<file path="src/sv/msm_pkg.sv">
// msm_pkg: types and constants shared by the control surface mapper modules
// no dependencies

package msm_pkg;

    localparam int SlotCount = 5;
    localparam int SlotW     = 3;

    localparam logic [1:0] EV_BUTTON   = 2'd0;
    localparam logic [1:0] EV_ENCODER  = 2'd1;
    localparam logic [1:0] EV_ABSOLUTE = 2'd2;

    localparam logic [1:0] FULL_LENGTH = 2'd3;

    localparam logic [7:0] ST_NOTE_DECK1 = 8'h90;
    localparam logic [7:0] ST_NOTE_DECK2 = 8'h91;
    localparam logic [7:0] ST_NOTE_GLOB  = 8'h96;
    localparam logic [7:0] ST_CC_DECK1   = 8'hB0;
    localparam logic [7:0] ST_CC_DECK2   = 8'hB1;
    localparam logic [7:0] ST_CC_MASTER  = 8'hB6;

    localparam logic [7:0] NOTE_PLAY     = 8'h0B;
    localparam logic [7:0] NOTE_CUE      = 8'h0C;
    localparam logic [7:0] NOTE_JOGTOUCH = 8'h36;
    localparam logic [7:0] NOTE_PFL      = 8'h54;
    localparam logic [7:0] NOTE_LOAD1    = 8'h46;
    localparam logic [7:0] NOTE_LOAD2    = 8'h47;

    localparam logic [7:0] CC_JOG_SCRATCH = 8'h22;
    localparam logic [7:0] CC_JOG_BEND    = 8'h23;
    localparam logic [7:0] CC_SIDE_BEND   = 8'h21;
    localparam logic [7:0] CC_TEMPO_MSB   = 8'h00;
    localparam logic [7:0] CC_TEMPO_LSB   = 8'h20;
    localparam logic [7:0] CC_VOL_MSB     = 8'h13;
    localparam logic [7:0] CC_VOL_LSB     = 8'h33;
    localparam logic [7:0] CC_BROWSE      = 8'h40;
    localparam logic [7:0] CC_XFADE_MSB   = 8'h1F;
    localparam logic [7:0] CC_XFADE_LSB   = 8'h3F;

    localparam logic [7:0] ENC_CENTER = 8'd64;

    localparam logic [4:0] CTL_PLAY      = 5'd0;
    localparam logic [4:0] CTL_CUE       = 5'd2;
    localparam logic [4:0] CTL_JOGTOUCH  = 5'd4;
    localparam logic [4:0] CTL_PFL       = 5'd6;
    localparam logic [4:0] CTL_LOAD1     = 5'd8;
    localparam logic [4:0] CTL_LOAD2     = 5'd9;
    localparam logic [4:0] CTL_SCRATCH   = 5'd10;
    localparam logic [4:0] CTL_BEND      = 5'd12;
    localparam logic [4:0] CTL_TEMPO     = 5'd14;
    localparam logic [4:0] CTL_VOLUME    = 5'd16;
    localparam logic [4:0] CTL_BROWSE    = 5'd18;
    localparam logic [4:0] CTL_XFADE     = 5'd19;

    localparam logic [SlotW-1:0] SLOT_TEMPO  = 3'd0;
    localparam logic [SlotW-1:0] SLOT_VOLUME = 3'd2;
    localparam logic [SlotW-1:0] SLOT_XFADE  = 3'd4;

    typedef enum logic [1:0] {
        OP_NONE,
        OP_BUTTON,
        OP_ENCODER,
        OP_HALF
    } op_t;

    typedef struct packed {
        op_t              op;
        logic [4:0]       control;
        logic [SlotW-1:0] slot;
        logic             high_half;
    } decode_t;

endpackage

</file>
<file path="src/sv/msm_decode.sv">
// msm_decode: classifies one MIDI message into an operation and a control id
// depends on msm_pkg

module msm_decode
    import msm_pkg::*;
(
    input  logic [1:0] message_length,
    input  logic [7:0] status_byte,
    input  logic [7:0] first_data,
    output decode_t    dec
);

    logic       deck;
    logic [4:0] deck_ext;
    logic [2:0] deck_slot;

    assign deck      = status_byte[0];
    assign deck_ext  = {4'd0, deck};
    assign deck_slot = {2'd0, deck};

    always_comb
    begin
        dec.op        = OP_NONE;
        dec.control   = '0;
        dec.slot      = '0;
        dec.high_half = 1'b0;
        if (message_length == FULL_LENGTH)
        begin
            case (status_byte)
                ST_NOTE_DECK1, ST_NOTE_DECK2:
                begin
                    dec.op = OP_BUTTON;
                    case (first_data)
                        NOTE_PLAY:     dec.control = CTL_PLAY + deck_ext;
                        NOTE_CUE:      dec.control = CTL_CUE + deck_ext;
                        NOTE_JOGTOUCH: dec.control = CTL_JOGTOUCH + deck_ext;
                        NOTE_PFL:      dec.control = CTL_PFL + deck_ext;
                        default:       dec.op = OP_NONE;
                    endcase
                end
                ST_NOTE_GLOB:
                begin
                    dec.op = OP_BUTTON;
                    case (first_data)
                        NOTE_LOAD1: dec.control = CTL_LOAD1;
                        NOTE_LOAD2: dec.control = CTL_LOAD2;
                        default:    dec.op = OP_NONE;
                    endcase
                end
                ST_CC_DECK1, ST_CC_DECK2:
                begin
                    case (first_data)
                        CC_JOG_SCRATCH:
                        begin
                            dec.op      = OP_ENCODER;
                            dec.control = CTL_SCRATCH + deck_ext;
                        end
                        CC_JOG_BEND, CC_SIDE_BEND:
                        begin
                            dec.op      = OP_ENCODER;
                            dec.control = CTL_BEND + deck_ext;
                        end
                        CC_TEMPO_MSB, CC_TEMPO_LSB:
                        begin
                            dec.op        = OP_HALF;
                            dec.control   = CTL_TEMPO + deck_ext;
                            dec.slot      = SLOT_TEMPO + deck_slot;
                            dec.high_half = (first_data == CC_TEMPO_MSB);
                        end
                        CC_VOL_MSB, CC_VOL_LSB:
                        begin
                            dec.op        = OP_HALF;
                            dec.control   = CTL_VOLUME + deck_ext;
                            dec.slot      = SLOT_VOLUME + deck_slot;
                            dec.high_half = (first_data == CC_VOL_MSB);
                        end
                        default: dec.op = OP_NONE;
                    endcase
                end
                ST_CC_MASTER:
                begin
                    case (first_data)
                        CC_BROWSE:
                        begin
                            dec.op      = OP_ENCODER;
                            dec.control = CTL_BROWSE;
                        end
                        CC_XFADE_MSB, CC_XFADE_LSB:
                        begin
                            dec.op        = OP_HALF;
                            dec.control   = CTL_XFADE;
                            dec.slot      = SLOT_XFADE;
                            dec.high_half = (first_data == CC_XFADE_MSB);
                        end
                        default: dec.op = OP_NONE;
                    endcase
                end
                default: dec.op = OP_NONE;
            endcase
        end
    end

endmodule

</file>
<file path="src/sv/msm_slots.sv">
// msm_slots: five 14-bit value slots built from separately received halves
// depends on msm_pkg

module msm_slots
    import msm_pkg::*;
(
    input  logic             clk,
    input  logic             rst_n,
    input  logic             wr_en,
    input  logic [SlotW-1:0] slot,
    input  logic             high_half,
    input  logic [6:0]       data,
    output logic             complete,
    output logic [13:0]      value
);

    logic [6:0]           high_store_reg [SlotCount];
    logic [6:0]           low_store_reg  [SlotCount];
    logic [SlotCount-1:0] high_seen_reg;
    logic [SlotCount-1:0] low_seen_reg;
    logic [SlotCount-1:0] high_seen_next;
    logic [SlotCount-1:0] low_seen_next;

    // combined value including the half arriving now
    always_comb
    begin
        if (high_half)
        begin
            complete = low_seen_reg[slot];
            value    = {data, low_store_reg[slot]};
        end
        else
        begin
            complete = high_seen_reg[slot];
            value    = {high_store_reg[slot], data};
        end
    end

    always_comb
    begin
        high_seen_next = high_seen_reg;
        low_seen_next  = low_seen_reg;
        if (wr_en)
        begin
            if (high_half)
                high_seen_next[slot] = 1'b1;
            else
                low_seen_next[slot] = 1'b1;
        end
    end

    always_ff @(posedge clk or negedge rst_n)
    begin
        if (!rst_n)
        begin
            high_seen_reg <= '0;
            low_seen_reg  <= '0;
        end
        else
        begin
            high_seen_reg <= high_seen_next;
            low_seen_reg  <= low_seen_next;
        end
    end

    always_ff @(posedge clk)
    begin
        if (wr_en)
        begin
            if (high_half)
                high_store_reg[slot] <= data;
            else
                low_store_reg[slot] <= data;
        end
    end

endmodule

</file>
<file path="src/sv/midi_control_surface_mapper_core.sv">
// midi_control_surface_mapper_core: top level of the control surface mapper
// depends on msm_pkg, msm_decode, msm_slots

// Each accepted MIDI message is captured in an input register, decoded
// combinationally and, if it gives a result, written to a result
// register: a button event, a signed encoder delta or a 14-bit absolute
// value from one of five MSB/LSB slots. One message is taken per cycle
// while the input stage is not stalled. Messages that give no result
// still pass through the input register; MSB/LSB halves update the slots.
// The input stage stalls only while a result waits in the output register.

module midi_control_surface_mapper_core
    import msm_pkg::*;
(
    input  logic               clk,
    input  logic               rst_n,
    input  logic               in_valid,
    output logic               in_ready,
    input  logic [1:0]         message_length,
    input  logic [7:0]         status_byte,
    input  logic [7:0]         first_data,
    input  logic [7:0]         second_data,
    output logic               out_valid,
    input  logic               out_ready,
    output logic [1:0]         event_type,
    output logic [4:0]         control_number,
    output logic signed [14:0] event_value
);

    logic        s1_valid_reg;
    logic        s1_valid_next;
    logic [1:0]  s1_length_reg;
    logic [7:0]  s1_status_reg;
    logic [7:0]  s1_first_reg;
    logic [7:0]  s1_second_reg;

    logic        out_valid_reg;
    logic        out_valid_next;
    logic [1:0]  out_type_reg;
    logic [1:0]  out_type_next;
    logic [4:0]  out_control_reg;
    logic [4:0]  out_control_next;
    logic [14:0] out_value_reg;
    logic [14:0] out_value_next;

    decode_t     dec;
    logic        out_free;
    logic        s1_go;
    logic        result_hit;
    logic        slot_complete;
    logic [13:0] slot_value;
    logic        take_in;

    msm_decode u_decode (
        .message_length (s1_length_reg),
        .status_byte    (s1_status_reg),
        .first_data     (s1_first_reg),
        .dec            (dec)
    );

    msm_slots u_slots (
        .clk       (clk),
        .rst_n     (rst_n),
        .wr_en     (s1_go && (dec.op == OP_HALF)),
        .slot      (dec.slot),
        .high_half (dec.high_half),
        .data      (s1_second_reg[6:0]),
        .complete  (slot_complete),
        .value     (slot_value)
    );

    assign out_free = !out_valid_reg || out_ready;
    assign s1_go    = s1_valid_reg && out_free;
    assign in_ready = !s1_valid_reg || s1_go;
    assign take_in  = in_valid && in_ready;

    always_comb
    begin
        result_hit       = 1'b0;
        out_type_next    = EV_BUTTON;
        out_control_next = dec.control;
        out_value_next   = '0;
        case (dec.op)
            OP_BUTTON:
            begin
                result_hit     = 1'b1;
                out_type_next  = EV_BUTTON;
                out_value_next = {14'd0, (s1_second_reg != 8'd0)};
            end
            OP_ENCODER:
            begin
                result_hit     = (s1_second_reg != ENC_CENTER);
                out_type_next  = EV_ENCODER;
                out_value_next = {7'd0, s1_second_reg} - {7'd0, ENC_CENTER};
            end
            OP_HALF:
            begin
                result_hit     = slot_complete;
                out_type_next  = EV_ABSOLUTE;
                out_value_next = {1'b0, slot_value};
            end
            default: result_hit = 1'b0;
        endcase
    end

    always_comb
    begin
        s1_valid_next = s1_valid_reg;
        if (take_in)
            s1_valid_next = 1'b1;
        else if (s1_go)
            s1_valid_next = 1'b0;

        out_valid_next = out_valid_reg;
        if (s1_go)
            out_valid_next = result_hit;
        else if (out_ready)
            out_valid_next = 1'b0;
    end

    always_ff @(posedge clk or negedge rst_n)
    begin
        if (!rst_n)
        begin
            s1_valid_reg  <= 1'b0;
            out_valid_reg <= 1'b0;
        end
        else
        begin
            s1_valid_reg  <= s1_valid_next;
            out_valid_reg <= out_valid_next;
        end
    end

    always_ff @(posedge clk)
    begin
        if (take_in)
        begin
            s1_length_reg <= message_length;
            s1_status_reg <= status_byte;
            s1_first_reg  <= first_data;
            s1_second_reg <= second_data;
        end
        if (s1_go && result_hit)
        begin
            out_type_reg    <= out_type_next;
            out_control_reg <= out_control_next;
            out_value_reg   <= out_value_next;
        end
    end

    assign out_valid      = out_valid_reg;
    assign event_type     = out_type_reg;
    assign control_number = out_control_reg;
    assign event_value    = out_value_reg;

endmodule

</file>
<file path="config.mk">
export PLATFORM = sky130hd
export DESIGN_NAME = midi_control_surface_mapper_core
export DESIGN_NICKNAME = d
export VERILOG_FILES = /design/src/sv/msm_pkg.sv /design/src/sv/msm_decode.sv /design/src/sv/msm_slots.sv /design/src/sv/midi_control_surface_mapper_core.sv
export SDC_FILE = /design/constraint.sdc
export NUM_CORES = 1
export LEC_CHECK = 0
export BUFFER_PORTS_ARGS = -buffer_cell sky130_fd_sc_hd__buf_4
export CORE_MARGIN = 2
export CORE_UTILIZATION = 30
export CTS_CLUSTER_SIZE = 8
export DETAILED_ROUTE_END_ITERATION = 6
export PLACE_DENSITY = 0.54
export SLEW_MARGIN = 20
export SYNTH_ARGS = -nofsm -noshare
export SYNTH_HDL_FRONTEND = slang
export SYNTH_SLANG_ARGS = --single-unit
</file>
<file path="constraint.sdc">
create_clock -name clk -period 10.95 [get_ports clk]
set_input_delay 1.095 -clock clk [delete_from_list [all_inputs] [get_ports clk]]
set_output_delay 1.095 -clock clk [all_outputs]
set_load 0.01 [all_outputs]
</file>
After elaboration in Yosys (flattened, before gate mapping)
Memories as Yosys holds them, arrays and structs flattened.
Index checks and enable logic that the tools add are counted.
{ "totals": {"regBits": 60, "mem_bits_rw": 70, "in_bits": 30, "output_inout_bits": 24, "word_cells": 113, "memories": 2} }
{ "op_classes": {"addsub": 9, "n_lt_le_gt_ge": 2, "eq_ne": 26, "n_mux": 35, "n_bitwise": 3, "n_reduce_logical": 25} }
{ "mem_list": {"columns": ["memory", "depth", "word_bits", "rd", "rd_clocked_by_memory_dff", "write_ports", "line", "text"], "rows": [
  ["u_slots.high_store_reg", 5, 7, 1, 0, 1, "msm_slots.sv:17", "logic [6:0] high_store_reg [SlotCount];"],
  ["u_slots.low_store_reg", 5, 7, 1, 0, 1, "msm_slots.sv:18", "logic [6:0] low_store_reg [SlotCount];"]
]} }
{ "ops": {"columns": ["cell", "n"], "rows": [
  ["$pmux 5 s4", 3],
  ["$eq 8x6->1 const B", 7],
  ["$eq 8x8->1 const B", 6],
  ["$pmux 15 s3", 1],
  ["$eq 8x7->1 const B", 4],
  ["$pmux 4 s2", 3],
  ["$eq 8x4->1 const B", 2],
  ["$eq 8x5->1 const B", 2],
  ["$mux 1", 16],
  ["$add 4x1->5 const A", 3],
  ["$mux 14", 1],
  ["$reduce_or 2->1", 7],
  ["$pmux 2 s2", 3],
  ["$mux 11", 1],
  ["$or 5x5->5", 2],
  ["$pmux 5 s2", 1],
  ["$sub 8x7->9 const B", 1],
  ["$add 3x1->4 const A", 2],
  ["$logic_not 8->1", 1],
  ["$ne 8x7->1 const B", 1],
  ["$pmux 2 s4", 1],
  ["$reduce_bool 8->1", 1],
  ["$reduce_or 4->1", 2],
  ["$add 2x1->3 const A", 2],
  ["other kinds (16)", 27]
]} }

Logic depth before layout (Yosys ltp)
{ "depth": {"ltp_word": 10, "depth_mapped": 10, "ltp_nobuf": 6} }

Hierarchy
From an unflattened synthesis, not the netlist that was laid out.
{ "unflattened": {"hier_cells": 399, "hier_area_um2": 5644.2} }
{ "by_module_without_submodules": {"columns": ["module", "instances", "cells_each", "area_each_um2", "seq_area_each_um2"], "rows": [
  ["msm_slots", 1, 215, 3347.0, 2352.3],
  ["midi_control_surface_mapper_core", 1, 110, 1855.5, 1491.4],
  ["msm_decode", 1, 74, 441.7, 0.0]
]} }

Least setup slack after synthesis
No wires, ideal clock.
{ "synth_timing": {"path_type": "register to register", "from": "register s1_status_reg[0]", "to": "register out_control_reg[0], in the netlist control_number[0] (enable)", "setup_time_ns": 0.408, "arrival_time_ns": 3.032, "required_ns": 10.542, "path_slack_ns": 7.510, "path_stages_with_launch": 7, "path_buffers": 0, "period_less_slack_ns": 3.440, "path_cell_list": "edfxtp_1 -> nand4bb_1 -> or4_4 -> o21a_4 -> a2111oi_4 -> a21oi_1 -> a21oi_1"} }
{ "synth_between": {"elab_chain_cells": 9, "elab_cells_between_ends": 23, "cone_classes": "1 x add/sub; 9 x eq/ne; 10 x mux; 3 x reduce/logical"} }
{ "synth_rtl": {"columns": ["element", "line", "text"], "rows": [
  ["from (decl)", "midi_control_surface_mapper_core.sv:33", "logic [7:0] s1_status_reg;"],
  ["from (signal assigned)", "midi_control_surface_mapper_core.sv:140", "s1_status_reg <= status_byte;"],
  ["$add 2x1->3 / $eq 8x8->1 (equally long branches)", "msm_decode.sv:74, msm_decode.sv:29", null],
  ["$pmux 4 s2 / $reduce_or 2->1 (equally long branches)", "msm_decode.sv:52, msm_decode.sv:29", null],
  ["$pmux 4 s2", "msm_decode.sv:29", "case (status_byte)"],
  ["$mux 11 *", "msm_decode.sv:27", "if (message_length == FULL_LENGTH)"],
  ["$bmux 1 s3, on equally long branches", "msm_slots.sv:34, msm_slots.sv:29", null],
  ["$mux 1, on equally long branches", "msm_slots.sv:34, msm_slots.sv:29", null],
  ["$mux 1", "msm_slots.sv:27", "if (high_half)"],
  ["$pmux 1 s3 *", "midi_control_surface_mapper_core.sv:83", "case (dec.op)"],
  ["$logic_and 1x1->1 *", "midi_control_surface_mapper_core.sv:144", "if (s1_go && result_hit)"],
  ["to (signal assigned)", "midi_control_surface_mapper_core.sv:147", "out_control_reg <= out_control_next;"],
  ["to (decl)", "midi_control_surface_mapper_core.sv:41", "logic [4:0] out_control_reg;"]
]} }
Every way passes the cells marked *; elsewhere a longest branch is shown, timed or not. The select of a mux whose other input is x is not followed.
A chain may end at the register's enable or synchronous reset.

Final worst setup path
{ "layout_timing": {"from": "register s1_status_reg[0]", "to": "register out_value_reg[9], in the netlist event_value[9] (enable)"} }
{ "layout_between": {"elab_chain_cells": 9, "elab_cells_between_ends": 23, "cone_classes": "1 x add/sub; 9 x eq/ne; 10 x mux; 3 x reduce/logical"} }
{ "layout_rtl": {"columns": ["element", "line", "text"], "rows": [
  ["$add 2x1->3 / $eq 8x8->1 (equally long branches)", "msm_decode.sv:74, msm_decode.sv:29", null],
  ["$pmux 4 s2 / $reduce_or 2->1 (equally long branches)", "msm_decode.sv:52, msm_decode.sv:29", null],
  ["$pmux 4 s2", "msm_decode.sv:29", null],
  ["$mux 11 *", "msm_decode.sv:27", null],
  ["$bmux 1 s3, on equally long branches", "msm_slots.sv:34, msm_slots.sv:29", null],
  ["$mux 1, on equally long branches", "msm_slots.sv:34, msm_slots.sv:29", null],
  ["$mux 1", "msm_slots.sv:27", null],
  ["$pmux 1 s3 *", "midi_control_surface_mapper_core.sv:83", null],
  ["$logic_and 1x1->1 *", "midi_control_surface_mapper_core.sv:144", null],
  ["to (signal assigned)", "midi_control_surface_mapper_core.sv:148", "out_value_reg <= out_value_next;"],
  ["to (decl)", "midi_control_surface_mapper_core.sv:43", "logic [14:0] out_value_reg;"]
]} }
Marks and branches as above.

==> results.tsv <==
stage	metric	value	unit
routing	wl	14200	um
grt	antenna_found_initial	0	
sta	skew	0.00906	ns
hold_path	hold_path.class	flop to flop	
synth	synth_cell_types	69	
sta	clock.fmax	305	MHz
power_and_ir_drop	leakage	0.00238	uW
cts	clkTransAtPathRegs	0.06	ns
worst_setup_path	crit_fanout	22	
cts	cts_resized	0	
finish	fillers	1720	
synth	synth_top_area_share	61.8	%
worst_setup_path	reg2reg_slack	7.68	ns
worst_setup_path	required	11.03	ns
sta	rsz0062_at_grt	no	
synth	ys.warnings.count	0	
synth	synth_area_per_cell	14.1	um^2
job	max_cap_viol_count	0	
routing	drtAntennaViolNets	0	
finish	stdcell_count	708	
grt	grt_use_total	14.4	%
routing	drt_iter0_markers	231	
cts	clock-sinks	130	
routing	num_vias	3780	
synth	synth_edf_count	118	
synth	synth.most_common_cell	edfxtp_1	
worst_setup_path	startpoint_type	flop	
grt	grt_max_degree	23	
cts	cts_buffer_depth	2	
power_and_ir_drop	power_density	173	nW/um^2
power_and_ir_drop	ir_worst_vdd	0.112	mV
synth	synthTopCellsByArea	edfxtp_1, dfrtp_1, o211ai_1	
synth	async_flop_share	9.23	%
finish	nets	493	
cts	cts_buffers	17	
routing	routedWlPerCell	20.0	um
sta	finalSetupTns	0	ns
grt	grt_pass1_wl	21700	um
synth	yosys.area.top_type	edfxtp_1	
cts	root_buffer	clkbuf_16	
die	rows	50	
placement	place_congestion	0.875	
cts	clk_latency	0.42	ns
routing	drtPass1Iterations	4	
die	dieArea	20200	um^2
placement	port_buffers	53	
routing	viasPerCell	5.34	
worst_setup_path	arrival	3.36	ns
synth	ys_ff_latch	130	
grt	grt-ovfl-total	0	
die	coreArea	18700	um^2
cts	post_cts_buffers	0	
cts	ctsHoldBuffers	0	
sta	report.final.slew_viol_count	0	
sta	period_needed	3.27	ns
die	io_pins	54	
die	die_h	142	um
sta	slew_headroom	38.4	%
die	initial_core_util	30.7	%
finish	syn2layout_area_growth	21.6	%
finish	drive_gt1_share	25.5	%
synth	synth_area	5730	um^2
routing	drc_errors	0	
worst_setup_path	endpoint_kind	flop	
synth	syn_nets	438	
cts	cts_tree	done	
synth	ys.flop_type	edfxtp_1	
synth	synth_commonest_cells	edfxtp_1, nor2_1, nand2_1	
worst_setup_path	critPathKind	flop to flop	
sta	tightestPinTransition	0.920	ns
die	die_w	142	um
placement	dp_cells	676	
cts	htree_levels	4	
status	run_status	finished, final reports clean	
sta	hold_violations	0	
synth	ys_seq_area_share	67.0	%
grt	grt_pass1_vias	3729	
synth	syn_inst	406	
sta	finalCritPeriodShare	29.9	%
finish	antenna_cells	0	
placement	dp_hpwl	9830	um
sta	setup_viol	0	
-- through the flow --
step           setup slack [ns]  total power, uW  instance area, um^2  hold slack (ns)  utilization, %
6_report                   7.68             1210                 6980            0.473            37.3
5_1_grt                    7.40             1250                 6980            0.496            37.3
4_1_cts                    7.67             1220                 6980            0.470            37.3
3_5_place_dp               7.66              611                 6340            0.457            33.9
3_3_place_gp               7.73              611                 6340            0.455            33.9
2_1_floorplan              7.51              590                 5730            0.432               -
-- kinds of logic (layout without fill, tap and decap cells) --
family                   after synthesis  in the layout  share of synthesized area, %
AO/OA/AOI/OAI                        103            103                          13.8
adder cells (fa/ha/maj)                2              2                         0.436
buffers and inverters                 27             95                          2.29
flip-flops                           130            130                          67.0
multiplexers                          12             12                          2.27
AND/OR/NAND/NOR                      132            132                          14.1
-- per-layer routing --
metal,track usage [%],vias to the layer above,share of wire [%]
li1,-,1728,-
met1,19.3,1865,45
met2,22.5,169,47
met3,3.84,18,6.2
met4,5.53,0,1.7
met5,0,-,0
-- area by class of cell --
type	instances	area [um^2]	share of cell area, %
flip-flops and latches	130	3840	55.1
multi-input cells	249	1760	25.3
clock buffers	18	429	6.15
repair buffers	55	413	5.92
well taps	234	293	4.20
clock inverters	14	204	2.92
inverters	8	30.0	0.430
-- worst max-delay path, stage by stage, from the launching register on --
cell and delay [ns]:
edfxtp_1 0.50, nand4bb_1 0.36, nor4_1 0.55, nand2_1 0.60, o2111ai_1 0.34, a21oi_1 0.13, a21oi_2 0.14, buf_4 0.31
-- path summary, 6_finish.rpt --
kind,startpoint,to,cells past startpoint
worst min-delay path,u_slots.low_seen_reg[2]$_DFFE_PN0N_,u_slots.low_seen_reg[2]$_DFFE_PN0N_,1
min in group asynchronous,rst_n,u_slots.low_seen_reg[3]$_DFFE_PN0N_,1
worst max-delay path,s1_status_reg[0]$_DFFE_PP_,event_value[9]$_DFFE_PP_,7
worst min register to register,u_slots.low_seen_reg[2]$_DFFE_PN0N_,u_slots.low_seen_reg[2]$_DFFE_PN0N_,1
max in group asynchronous,rst_n,u_slots.low_seen_reg[4]$_DFFE_PN0N_,1
worst max register to register,s1_status_reg[0]$_DFFE_PP_,event_value[9]$_DFFE_PP_,7
-- layout by cell type, fill, tap and decap left out, drive strengths merged, types with 3 or more instances in the layout --
cell,Yosys,routed
a22oi,3,3
inv,8,12
and2,3,3
clkinv,0,5
mux2,8,8
o22a,12,12
mux2i,4,4
edfxtp,118,118
o21a,3,3
or2,3,3
a21oi,20,20
and3,4,4
nor2,30,30
buf,10,55
nand3,19,19
o211ai,20,20
nor4,6,6
or4,11,11
a2111oi,3,3
nand2,26,26
nor3,6,6
nand4,4,4
o21bai,9,9
o2111ai,7,7
clkbuf,9,18
bufinv,0,4
o21ai,12,12
dfrtp,12,12
-- report_power, final --
part           internal (uW)  leakage [uW]  switching, uW
logic                   13.7      0.000781           15.1
clock network            385      0.000309            220
registers                552       0.00129           20.2
total                    951       0.00238            255
No activity file was read; power rests on OpenSTA's default activity.
